<file path="config.mk">
export PLATFORM = sky130hd
export DESIGN_NAME = positional_ordered_list_top
export DESIGN_NICKNAME = d
export VERILOG_FILES = /design/src/hw/rtl/pol_pkg.sv /design/src/hw/rtl/pol_ram.sv /design/src/hw/rtl/pol_ctrl.sv /design/src/hw/rtl/pol_out.sv /design/src/hw/rtl/positional_ordered_list_top.sv
export VERILOG_INCLUDE_DIRS = /design/src /design/src/hw/rtl
export SDC_FILE = /design/constraint.sdc
export NUM_CORES = 1
export LEC_CHECK = 0
export BUFFER_PORTS_ARGS = -buffer_cell sky130_fd_sc_hd__buf_2
export CORE_MARGIN = 3
export CORE_UTILIZATION = 40
export DETAILED_ROUTE_END_ITERATION = 6
export PLACE_DENSITY = 0.63
export SETUP_SLACK_MARGIN = 0.5
export SYNTH_ARGS = -nofsm -noshare
export SYNTH_HDL_FRONTEND = slang
export SYNTH_HIERARCHICAL = 1
export SYNTH_SLANG_ARGS = --single-unit
</file>
<file path="constraint.sdc">
create_clock -name i_clk -period 5.6 [get_ports i_clk]
set_input_delay 1.12 -clock i_clk [delete_from_list [all_inputs] [get_ports i_clk]]
set_output_delay 1.12 -clock i_clk [all_outputs]
set_load 0.02 [all_outputs]
</file>
<file path="src/hw/rtl/positional_ordered_list_top_macros.svh">
// ----------------------------------------------------------------------------
// Positional ordered list: assertion macros
// Shared assertion helpers, clocked on i_clk and held off during i_rst_n.
// ----------------------------------------------------------------------------
`ifndef POSITIONAL_ORDERED_LIST_TOP_MACROS_SVH
`define POSITIONAL_ORDERED_LIST_TOP_MACROS_SVH

`ifndef SYNTHESIS
// Same-cycle implication
`define POL_ASSERT_NOW(lbl, ante, cons, msg) \
    lbl: assert property (@(posedge i_clk) disable iff (!i_rst_n) (ante) |-> (cons)) \
        else $error(msg);
// Next-cycle implication
`define POL_ASSERT_NEXT(lbl, ante, cons, msg) \
    lbl: assert property (@(posedge i_clk) disable iff (!i_rst_n) (ante) |=> (cons)) \
        else $error(msg);
`else
`define POL_ASSERT_NOW(lbl, ante, cons, msg)
`define POL_ASSERT_NEXT(lbl, ante, cons, msg)
`endif

`endif

</file>
<file path="src/hw/rtl/pol_pkg.sv">
// ----------------------------------------------------------------------------
// Positional ordered list: package
// Sizes, operation and status codes, and types shared by the list modules.
// ----------------------------------------------------------------------------
package pol_pkg;

    // Storage size
    localparam int CAPACITY  = 16;
    localparam int DATA_BITS = 32;
    localparam int ADDR_W    = $clog2(CAPACITY);
    localparam int CNT_W     = $clog2(CAPACITY + 1);

    // Field widths of the stream items
    localparam int OP_W      = 3;
    localparam int VALUE_W   = 32;
    localparam int POS_W     = 5;
    localparam int ST_W      = 2;
    localparam int OCNT_W    = 5;
    localparam int OIDX_W    = 5;
    localparam int IN_DATA_W  = 40;
    localparam int OUT_DATA_W = 48;

    // Operation codes
    localparam logic [OP_W-1:0] OP_INS_FIRST = 3'd0;
    localparam logic [OP_W-1:0] OP_INS_LAST  = 3'd1;
    localparam logic [OP_W-1:0] OP_INS_AT    = 3'd2;
    localparam logic [OP_W-1:0] OP_DEL_FIRST = 3'd3;
    localparam logic [OP_W-1:0] OP_DEL_LAST  = 3'd4;
    localparam logic [OP_W-1:0] OP_DEL_AT    = 3'd5;
    localparam logic [OP_W-1:0] OP_DUMP      = 3'd6;

    // Status codes
    localparam logic [ST_W-1:0] ST_OK     = 2'd0;
    localparam logic [ST_W-1:0] ST_BADPOS = 2'd1;
    localparam logic [ST_W-1:0] ST_EMPTY  = 2'd2;
    localparam logic [ST_W-1:0] ST_FULL   = 2'd3;

    typedef logic [DATA_BITS-1:0] t_data;
    typedef logic [ADDR_W-1:0]    t_addr;
    typedef logic [CNT_W-1:0]     t_count;

    // One result item
    typedef struct packed {
        logic [ST_W-1:0]    status;
        logic [OCNT_W-1:0]  entry_count;
        logic [VALUE_W-1:0] entry_value;
        logic [OIDX_W-1:0]  entry_index;
        logic               last;
    } t_result;

    // Storage access request from the sequencer
    typedef struct packed {
        logic  wr_en;
        t_addr wr_addr;
        t_data wr_data;
        logic  rd_en;
        t_addr rd_addr;
    } t_ram_req;

endpackage

</file>
<file path="src/hw/rtl/pol_ram.sv">
// ----------------------------------------------------------------------------
// Positional ordered list: entry storage
// Simple dual-port RAM, one write and one registered read per cycle.
// ----------------------------------------------------------------------------
module pol_ram #(
    parameter int DEPTH = 16,
    parameter int WIDTH = 32
) (
    input  logic                     i_clk,
    input  logic                     i_wr_en,
    input  logic [$clog2(DEPTH)-1:0] i_wr_addr,
    input  logic [WIDTH-1:0]         i_wr_data,
    input  logic                     i_rd_en,
    input  logic [$clog2(DEPTH)-1:0] i_rd_addr,
    output logic [WIDTH-1:0]         o_rd_data
);

    logic [WIDTH-1:0] r_mem [DEPTH];
    logic [WIDTH-1:0] r_rd_data;

    // Write port
    always_ff @(posedge i_clk) begin
        if (i_wr_en) begin
            r_mem[i_wr_addr] <= i_wr_data;
        end
    end

    // Read port: data holds until the next read
    always_ff @(posedge i_clk) begin
        if (i_rd_en) begin
            r_rd_data <= r_mem[i_rd_addr];
        end
    end

    assign o_rd_data = r_rd_data;

endmodule

</file>
<file path="src/hw/rtl/pol_ctrl.sv">
// ----------------------------------------------------------------------------
// Positional ordered list: sequencer
// Decodes a request, moves entries one slot per cycle through the storage
// port, then writes the new entry or drops the old one and reports status.
// ----------------------------------------------------------------------------
`include "positional_ordered_list_top_macros.svh"

module pol_ctrl (
    input  logic                        i_clk,
    input  logic                        i_rst_n,
    input  logic                        i_req_valid,
    output logic                        o_req_ready,
    input  logic [pol_pkg::OP_W-1:0]    i_op,
    input  logic [pol_pkg::VALUE_W-1:0] i_value,
    input  logic [pol_pkg::POS_W-1:0]   i_position,
    output logic                        o_push,
    output pol_pkg::t_result            o_res,
    input  logic                        i_push_ready,
    output pol_pkg::t_ram_req           o_ram,
    input  pol_pkg::t_data              i_rd_data
);

    localparam int CMP_W = ((pol_pkg::POS_W > pol_pkg::CNT_W) ?
                            pol_pkg::POS_W : pol_pkg::CNT_W) + 1;

    localparam logic [1:0] S_IDLE  = 2'd0;
    localparam logic [1:0] S_SHIFT = 2'd1;
    localparam logic [1:0] S_RESP  = 2'd2;
    localparam logic [1:0] S_DUMP  = 2'd3;

    logic [1:0]                r_state, n_state;
    pol_pkg::t_count           r_count, n_count;
    pol_pkg::t_count           r_moves, n_moves;
    pol_pkg::t_count           r_idx, n_idx;
    pol_pkg::t_addr            r_rd_addr, n_rd_addr;
    pol_pkg::t_addr            r_wr_addr, n_wr_addr;
    pol_pkg::t_addr            r_slot, n_slot;
    logic                      r_pend, n_pend;
    logic                      r_is_ins, n_is_ins;
    pol_pkg::t_data            r_value, n_value;
    logic [pol_pkg::ST_W-1:0]  r_status, n_status;

    logic [CMP_W-1:0] pos_ext;
    logic [CMP_W-1:0] cnt_ext;
    logic             ins_pos_ok;
    logic             del_pos_ok;
    logic             is_full;
    logic             is_empty;

    // Position checks against the current count
    always_comb begin
        pos_ext    = CMP_W'(i_position);
        cnt_ext    = CMP_W'(r_count);
        ins_pos_ok = (pos_ext != '0) && (pos_ext <= cnt_ext + CMP_W'(1));
        del_pos_ok = (pos_ext != '0) && (pos_ext <= cnt_ext);
        is_full    = (r_count == pol_pkg::t_count'(pol_pkg::CAPACITY));
        is_empty   = (r_count == '0);
    end

    // Sequencer
    always_comb begin
        pol_pkg::t_addr slot;
        slot        = '0;
        n_state     = r_state;
        n_count     = r_count;
        n_moves     = r_moves;
        n_idx       = r_idx;
        n_rd_addr   = r_rd_addr;
        n_wr_addr   = r_wr_addr;
        n_slot      = r_slot;
        n_pend      = 1'b0;
        n_is_ins    = r_is_ins;
        n_value     = r_value;
        n_status    = r_status;
        o_req_ready = 1'b0;
        o_push      = 1'b0;
        o_res       = '0;
        o_ram       = '0;

        unique case (r_state)
            S_IDLE: begin
                o_req_ready = 1'b1;
                if (i_req_valid) begin
                    unique case (i_op) inside
                        pol_pkg::OP_INS_FIRST, pol_pkg::OP_INS_LAST,
                        pol_pkg::OP_INS_AT: begin
                            if (is_full) begin
                                n_status = pol_pkg::ST_FULL;
                                n_state  = S_RESP;
                            end else if (i_op == pol_pkg::OP_INS_AT && !ins_pos_ok) begin
                                n_status = pol_pkg::ST_BADPOS;
                                n_state  = S_RESP;
                            end else begin
                                if (i_op == pol_pkg::OP_INS_FIRST) begin
                                    slot = '0;
                                end else if (i_op == pol_pkg::OP_INS_LAST) begin
                                    slot = pol_pkg::t_addr'(r_count);
                                end else begin
                                    slot = pol_pkg::t_addr'(pos_ext - CMP_W'(1));
                                end
                                n_is_ins  = 1'b1;
                                n_slot    = slot;
                                n_rd_addr = pol_pkg::t_addr'(cnt_ext - CMP_W'(1));
                                n_moves   = r_count - pol_pkg::t_count'(slot);
                                n_value   = pol_pkg::t_data'(i_value);
                                n_state   = S_SHIFT;
                            end
                        end
                        pol_pkg::OP_DEL_FIRST, pol_pkg::OP_DEL_LAST,
                        pol_pkg::OP_DEL_AT: begin
                            if (is_empty) begin
                                n_status = pol_pkg::ST_EMPTY;
                                n_state  = S_RESP;
                            end else if (i_op == pol_pkg::OP_DEL_AT && !del_pos_ok) begin
                                n_status = pol_pkg::ST_BADPOS;
                                n_state  = S_RESP;
                            end else begin
                                if (i_op == pol_pkg::OP_DEL_FIRST) begin
                                    slot = '0;
                                end else if (i_op == pol_pkg::OP_DEL_LAST) begin
                                    slot = pol_pkg::t_addr'(cnt_ext - CMP_W'(1));
                                end else begin
                                    slot = pol_pkg::t_addr'(pos_ext - CMP_W'(1));
                                end
                                n_is_ins  = 1'b0;
                                n_slot    = slot;
                                n_rd_addr = slot + pol_pkg::t_addr'(1);
                                n_moves   = r_count - pol_pkg::t_count'(1)
                                            - pol_pkg::t_count'(slot);
                                n_state   = S_SHIFT;
                            end
                        end
                        pol_pkg::OP_DUMP: begin
                            if (is_empty) begin
                                n_status = pol_pkg::ST_EMPTY;
                                n_state  = S_RESP;
                            end else begin
                                o_ram.rd_en   = 1'b1;
                                o_ram.rd_addr = '0;
                                n_idx         = pol_pkg::t_count'(1);
                                n_state       = S_DUMP;
                            end
                        end
                        default: begin
                            n_status = pol_pkg::ST_OK;
                            n_state  = S_RESP;
                        end
                    endcase
                end
            end

            S_SHIFT: begin
                // Issue the next move read; step down for an insert, up for a delete
                if (r_moves != '0) begin
                    o_ram.rd_en   = 1'b1;
                    o_ram.rd_addr = r_rd_addr;
                    n_moves       = r_moves - pol_pkg::t_count'(1);
                    n_pend        = 1'b1;
                    if (r_is_ins) begin
                        n_rd_addr = r_rd_addr - pol_pkg::t_addr'(1);
                        n_wr_addr = r_rd_addr + pol_pkg::t_addr'(1);
                    end else begin
                        n_rd_addr = r_rd_addr + pol_pkg::t_addr'(1);
                        n_wr_addr = r_rd_addr - pol_pkg::t_addr'(1);
                    end
                end
                // Write back the entry read last cycle
                if (r_pend) begin
                    o_ram.wr_en   = 1'b1;
                    o_ram.wr_addr = r_wr_addr;
                    o_ram.wr_data = i_rd_data;
                end
                // Finish: place the new entry or drop the old one
                if (r_moves == '0 && !r_pend) begin
                    if (r_is_ins) begin
                        o_ram.wr_en   = 1'b1;
                        o_ram.wr_addr = r_slot;
                        o_ram.wr_data = r_value;
                        n_count       = r_count + pol_pkg::t_count'(1);
                    end else begin
                        n_count = r_count - pol_pkg::t_count'(1);
                    end
                    n_status = pol_pkg::ST_OK;
                    n_state  = S_RESP;
                end
            end

            S_RESP: begin
                o_push            = 1'b1;
                o_res.status      = r_status;
                o_res.entry_count = pol_pkg::OCNT_W'(r_count);
                o_res.last        = 1'b1;
                if (i_push_ready) begin
                    n_state = S_IDLE;
                end
            end

            S_DUMP: begin
                // Hand out the entry held on the read port, fetch the next
                o_push            = 1'b1;
                o_res.status      = pol_pkg::ST_OK;
                o_res.entry_count = pol_pkg::OCNT_W'(r_count);
                o_res.entry_value = pol_pkg::VALUE_W'(i_rd_data);
                o_res.entry_index = pol_pkg::OIDX_W'(r_idx);
                o_res.last        = (r_idx == r_count);
                if (i_push_ready) begin
                    if (r_idx == r_count) begin
                        n_state = S_IDLE;
                    end else begin
                        o_ram.rd_en   = 1'b1;
                        o_ram.rd_addr = pol_pkg::t_addr'(r_idx);
                        n_idx         = r_idx + pol_pkg::t_count'(1);
                    end
                end
            end

            default: begin
                n_state = S_IDLE;
            end
        endcase
    end

    // State registers
    always_ff @(posedge i_clk) begin
        if (!i_rst_n) begin
            r_state <= S_IDLE;
            r_count <= '0;
            r_pend  <= 1'b0;
        end else begin
            r_state <= n_state;
            r_count <= n_count;
            r_pend  <= n_pend;
        end
    end

    // Working registers
    always_ff @(posedge i_clk) begin
        r_moves   <= n_moves;
        r_idx     <= n_idx;
        r_rd_addr <= n_rd_addr;
        r_wr_addr <= n_wr_addr;
        r_slot    <= n_slot;
        r_is_ins  <= n_is_ins;
        r_value   <= n_value;
        r_status  <= n_status;
    end

    `POL_ASSERT_NOW(a_count_bound, 1'b1, r_count <= pol_pkg::t_count'(pol_pkg::CAPACITY), "count above capacity")
    `POL_ASSERT_NOW(a_port_clash, o_ram.wr_en && o_ram.rd_en, o_ram.wr_addr != o_ram.rd_addr, "read and write hit one slot")
    `POL_ASSERT_NOW(a_dump_index, o_push && o_res.entry_index != '0, o_res.entry_index <= pol_pkg::OIDX_W'(r_count), "dump index beyond count")
    `POL_ASSERT_NOW(a_dump_last, o_push && o_res.last && o_res.entry_index != '0, o_res.entry_index == pol_pkg::OIDX_W'(r_count), "dump ends early")
    `POL_ASSERT_NEXT(a_busy, i_req_valid && o_req_ready, r_state != S_IDLE, "request taken but still idle")

endmodule

</file>
<file path="src/hw/rtl/pol_out.sv">
// ----------------------------------------------------------------------------
// Positional ordered list: result register
// Holds one result item for the master side so the sequencer can run ahead.
// ----------------------------------------------------------------------------
module pol_out (
    input  logic             i_clk,
    input  logic             i_rst_n,
    input  logic             i_push,
    input  pol_pkg::t_result i_res,
    output logic             o_push_ready,
    output logic             o_valid,
    output pol_pkg::t_result o_res,
    input  logic             i_ready
);

    logic             r_valid;
    pol_pkg::t_result r_res;

    assign o_push_ready = !r_valid || i_ready;

    // Hold the item until the sink takes it
    always_ff @(posedge i_clk) begin
        if (!i_rst_n) begin
            r_valid <= 1'b0;
        end else if (o_push_ready) begin
            r_valid <= i_push;
        end
    end

    always_ff @(posedge i_clk) begin
        if (o_push_ready && i_push) begin
            r_res <= i_res;
        end
    end

    assign o_valid = r_valid;
    assign o_res   = r_res;

endmodule

</file>
<file path="src/hw/rtl/positional_ordered_list_top.sv">
// ----------------------------------------------------------------------------
// Positional ordered list: top level
// Ordered list of up to 16 words with positional insert, delete and dump.
// ----------------------------------------------------------------------------
// The block takes one request at a time. It is not ready again until its
// reply has been handed to the result register. Entries sit packed in a RAM
// with one read and one write port, and later entries move one slot per
// cycle through those ports. An insert at list slot s (0-based) with n
// entries held moves m = n-s entries. A delete moves m = n-1-s entries.
// After the moves, the sequencer writes the new entry or drops the old one
// and hands the status reply to the result register, which puts it on the
// master side. A rejected request, or the spare op code, moves nothing and
// goes straight to its status reply. A dump of n entries reads the first
// entry in the accepting cycle. It then delivers one entry per cycle while
// the sink keeps up. A sink that holds off stalls the sequencer on its
// pending reply once the result register is full. The result register
// lets the last reply wait while the next request is taken.
module positional_ordered_list_top (
    input  logic                             i_clk,
    input  logic                             i_rst_n,
    input  logic                             s_axis_tvalid,
    output logic                             s_axis_tready,
    // [31:0] value, [36:32] position, [39:37] zero
    input  logic [pol_pkg::IN_DATA_W-1:0]    s_axis_tdata,
    // [2:0] op
    input  logic [pol_pkg::OP_W-1:0]         s_axis_tuser,
    output logic                             m_axis_tvalid,
    input  logic                             m_axis_tready,
    // [4:0] entry_count, [36:5] entry_value, [41:37] entry_index, [47:42] zero
    output logic [pol_pkg::OUT_DATA_W-1:0]   m_axis_tdata,
    // [1:0] status
    output logic [pol_pkg::ST_W-1:0]         m_axis_tuser,
    output logic                             m_axis_tlast
);

    pol_pkg::t_result  res_push;
    pol_pkg::t_result  res_out;
    pol_pkg::t_ram_req ram_req;
    pol_pkg::t_data    rd_data;
    logic              push;
    logic              push_ready;

    pol_ctrl u_ctrl (
        .i_clk        (i_clk),
        .i_rst_n      (i_rst_n),
        .i_req_valid  (s_axis_tvalid),
        .o_req_ready  (s_axis_tready),
        .i_op         (s_axis_tuser),
        .i_value      (s_axis_tdata[31:0]),
        .i_position   (s_axis_tdata[36:32]),
        .o_push       (push),
        .o_res        (res_push),
        .i_push_ready (push_ready),
        .o_ram        (ram_req),
        .i_rd_data    (rd_data)
    );

    pol_ram #(
        .DEPTH (pol_pkg::CAPACITY),
        .WIDTH (pol_pkg::DATA_BITS)
    ) u_ram (
        .i_clk     (i_clk),
        .i_wr_en   (ram_req.wr_en),
        .i_wr_addr (ram_req.wr_addr),
        .i_wr_data (ram_req.wr_data),
        .i_rd_en   (ram_req.rd_en),
        .i_rd_addr (ram_req.rd_addr),
        .o_rd_data (rd_data)
    );

    pol_out u_out (
        .i_clk        (i_clk),
        .i_rst_n      (i_rst_n),
        .i_push       (push),
        .i_res        (res_push),
        .o_push_ready (push_ready),
        .o_valid      (m_axis_tvalid),
        .o_res        (res_out),
        .i_ready      (m_axis_tready)
    );

    // Pack the result item onto the master side
    assign m_axis_tdata = {6'd0, res_out.entry_index, res_out.entry_value,
                           res_out.entry_count};
    assign m_axis_tuser = res_out.status;
    assign m_axis_tlast = res_out.last;

endmodule

</file>
==> results.json <==
{
  "syn_to_final_growth_pct": 14.9,
  "synth_edf_count": 646,
  "worst-slew-pin-transition_ns": 0.984,
  "grt_usage_pct": 17.9,
  "drive_gt1_share_pct": 25.0,
  "ys_seq_area_share_pct": 74.3,
  "initialDrtViolationCount": 1312,
  "yosysWarnings": 6,
  "drtPass1Iterations": 7,
  "worstHoldStart": "u_out/o_valid",
  "grt.overflow.total": 0,
  "grtUsageMet1_pct": 25.6,
  "cp-start-kind": "flip-flop",
  "power_frac_seq_pct": 52.0,
  "synth_flop_cell": "edfxtp_1",
  "portBuffers": 90,
  "p_sw_share_pct": 21.1,
  "path_clk_slew_ns": 0.06,
  "skew_ns": 0.0233,
  "finalNetCount": 1600,
  "synth_cell_types": 59,
  "cp_max_fo": 19,
  "ant_nets": 0,
  "cts_tree": "built",
  "critPathCaptureType": "flip-flop",
  "r2r_setup_slack_ns": 1.30,
  "post-route-min-period_ns": 4.30,
  "rr_endpoint": "u_ram/r_mem[10][27]",
  "status": "complete, no violations",
  "rr_worst_depth": 10,
  "yosysTopAreaCell": "edfxtp_1",
  "routabilityCongestion": 0.844,
  "ys_seq_elements": 655,
  "hpwl_microns": 34200,
  "total_power_mw": 10.5,
  "routedWlPerCell_microns": 25.5,
  "hold_viol": 0,
  "layoutNonFillerInstCount": 2430,
  "setup-tns-final_ns": 0,
  "finalCritPeriodShare_pct": 76.9,
  "critPathKind": "reg2reg",
  "numCtsBuffers": 68,
  "fmax_mhz": 232,
  "die_area_sq_um": 69000,
  "top_usage_layer": "met2",
  "dp_cells": 2307,
  "synth-compound-area-share_pct": 5.02,
  "p_comb_share_pct": 5.0,
  "min_to": "u_out/o_valid",
  "synth_area_leaders": "edfxtp_1 (74%), mux4_2 (11%), a22oi_1 (2.9%)",
  "die_w_microns": 263,
  "routed_via_density": 5.70,
  "synth-simple-area-share_pct": 4.59,
  "die-height_microns": 263,
  "hp-class": "reg2reg",
  "netlist_area_sq_um": 26300,
  "start_util_pct": 40.6,
  "wl_microns": 61900,
  "setup_violations": 0,
  "p_leak_nw": 8.64,
  "cts_resized": 0,
  "p_clk_share_pct": 43.0,
  "rows": 93,
  "drc": 0,
  "min_delay_path_depth": 2,
  "final.fill_count": 5394,
  "rsz0062_at_grt": "false",
  "use_met2_pct": 28.5,
  "grt_max_degree": 46,
  "vias": 13800,
  "pin_count": 100,
  "post_synth_fa_ha_maj_area_fraction_pct": 1.53,
  "postCtsHoldBufs": 0,
  "grt_pass1_vias": 14100,
  "p_int_mw": 8.25,
  "cts-root-buf": "clkbuf_16",
  "grt_pass1_wl_microns": 92700,
  "cap_violations": 0,
  "synthMuxAreaShare_pct": 11.2,
  "antenna_found_initial": 1,
  "p_switching_mw": 2.21,
  "arrival_ns": 4.58,
  "clk_latency_ns": 0.61,
  "syn_area_per_cell_sq_um": 18.7,
  "slew_violations": 0,
  "met3_usage_pct": 3.41,
  "synth_top_family_by_area": "multiplexers",
  "slew_headroom_pct": 34.1,
  "synthArstFlopShare_pct": 0,
  "required_ns": 5.88,
  "cts.htree.levels": 3,
  "synth_xor_area_share_pct": 1.20,
  "post_cts_buffers": 0,
  "cts.sink_count": 655,
  "rr_startpoint": "u_ctrl/r_moves[0]",
  "powerDensity_nw_per_um2": 345,
  "syn_inst": 1405,
  "fp.coreArea_sq_um": 64800,
  "synth.top_cell.area_share_pct": 73.6,
  "ir_drop_v": 0.000182,
  "cts_buffer_depth": 3
}
## cell type report
class                      instances  area [sq um]  area share, %
sequential                       655         19600           64.7
multi-input combinational        637          6380           21.1
clock buffer                      90          1850           6.10
tap                              855          1070           3.53
timing repair buffer             132           916           3.03
clock inverter                    32           368           1.22
inverter                          28           105          0.347
antenna                            1          2.50        0.00827
## synthesized netlist by cell type, types with 5 or more instances
cell type    n
o22ai_1      5
a22oi_1    101
buf_1       13
and2_1       9
nand2_1     50
nor3_1      11
nor2_1      84
mux4_2     128
and3_1      44
a31oi_1      7
xor2_1      10
a21o_1       5
clkbuf_1    43
nand2b_1     5
inv_1       27
nand3_1     10
mux2i_1      6
nor2b_1      9
ha_1        29
dfxtp_1      9
edfxtp_1   646
a21oi_1     26
o21ai_0     17
buf_2       10
buf_4       19
xnor2_1     26
buf_6        5
a22o_1       5
## routing by layer
metal	part of all wire, %	wire length (microns)
met1	44	27100
met2	48	29700
met3	6.2	3870
met4	2.1	1270
met5	0	0
## power groups by stage
stage | clock, mW | sequential, mW | combinational (mW)
floorplan | 0 | 5.54 | 0.340
global placement | 0 | 5.54 | 0.525
detailed placement | 0 | 5.54 | 0.529
CTS | 4.59 | 5.44 | 0.532
global route | 4.80 | 5.44 | 0.573
finish | 4.49 | 5.44 | 0.528
## sequential cells by signal, indices dropped and copies added, names as in the netlist, 5 cells and up
signal and count:
u_ram/r_mem 512, u_out/o_res 45, u_ctrl/r_value 32, u_ram/o_rd_data 32
u_ctrl/r_count 5, u_ctrl/r_idx 5, u_ctrl/r_moves 5
## placed cells by master (no fill, tap or decap), types with 5 or more instances in the layout
cell type,n
inv_1,27
a21o_1,5
bufinv_16,7
xnor2_1,26
nor2_4,13
nand3_1,10
and3_1,44
xor2_1,10
mux4_2,128
clkbuf_1,19
nand2_1,49
dfxtp_1,6
mux2i_1,6
a21oi_1,26
o21ai_0,17
nor2b_1,7
nor2_1,71
a31oi_1,7
clkbuf_16,71
buf_2,90
edfxtp_1,646
nand2b_1,5
clkinv_1,13
conb_1,6
and2_1,7
a22oi_1,101
nor3_1,7
buf_12,12
o22ai_1,5
nor3_2,6
buf_4,30
ha_1,29
clkinv_2,6
## metrics by stage
stage	cell area (sq um)	worst slack, ns	utilization (%)	hold WS (ns)
2_1_floorplan	26400	0.603	-	0.535
3_3_place_gp	28100	1.39	43.3	0.512
3_5_place_dp	28100	1.29	43.3	0.520
4_1_cts	30300	1.28	46.7	0.528
5_1_grt	30300	1.08	46.7	0.550
6_report	30300	1.30	46.7	0.525
## how the worst max path moves through the flow
stage	slack (ns)	start	to	cells after the start
6_report	1.30	u_ctrl/r_moves[0]	u_ram/r_mem[10][27]	10
3_5_place_dp	1.29	u_ctrl/r_moves[0]	u_ram/r_mem[10][23]	10
3_3_place_gp	1.39	u_ctrl/r_moves[0]	u_ram/r_mem[10][25]	10
5_1_grt	1.08	u_ctrl/r_moves[0]	u_ram/r_mem[14][30]	10
4_1_cts	1.28	u_ctrl/r_moves[0]	u_ram/r_mem[10][1]	10
2_1_floorplan	0.60	u_ctrl/r_moves[0]	u_ram/r_mem[0][0]	11
## critical path, cell delays in order (launching register included)
cell and delay (ns):
edfxtp_1 0.41, inv_1 0.10, ha_1 0.14, or4b_4 0.50, nor2_1 0.16, and2_2 0.62
a22oi_1 0.14, nor2_1 0.49, nand2b_1 0.38, nor2_4 0.67, buf_4 0.37
## kinds of logic after synthesis
group                    after synthesis
AO/OA/AOI/OAI                        188
AND/OR/NAND/NOR                      242
multiplexers                         134
flip-flops                           655
other                                  1
adder cells (fa/ha/maj)               31
buffers and inverters                118
XOR/XNOR                              36
Power figures use the tool's default switching activity.
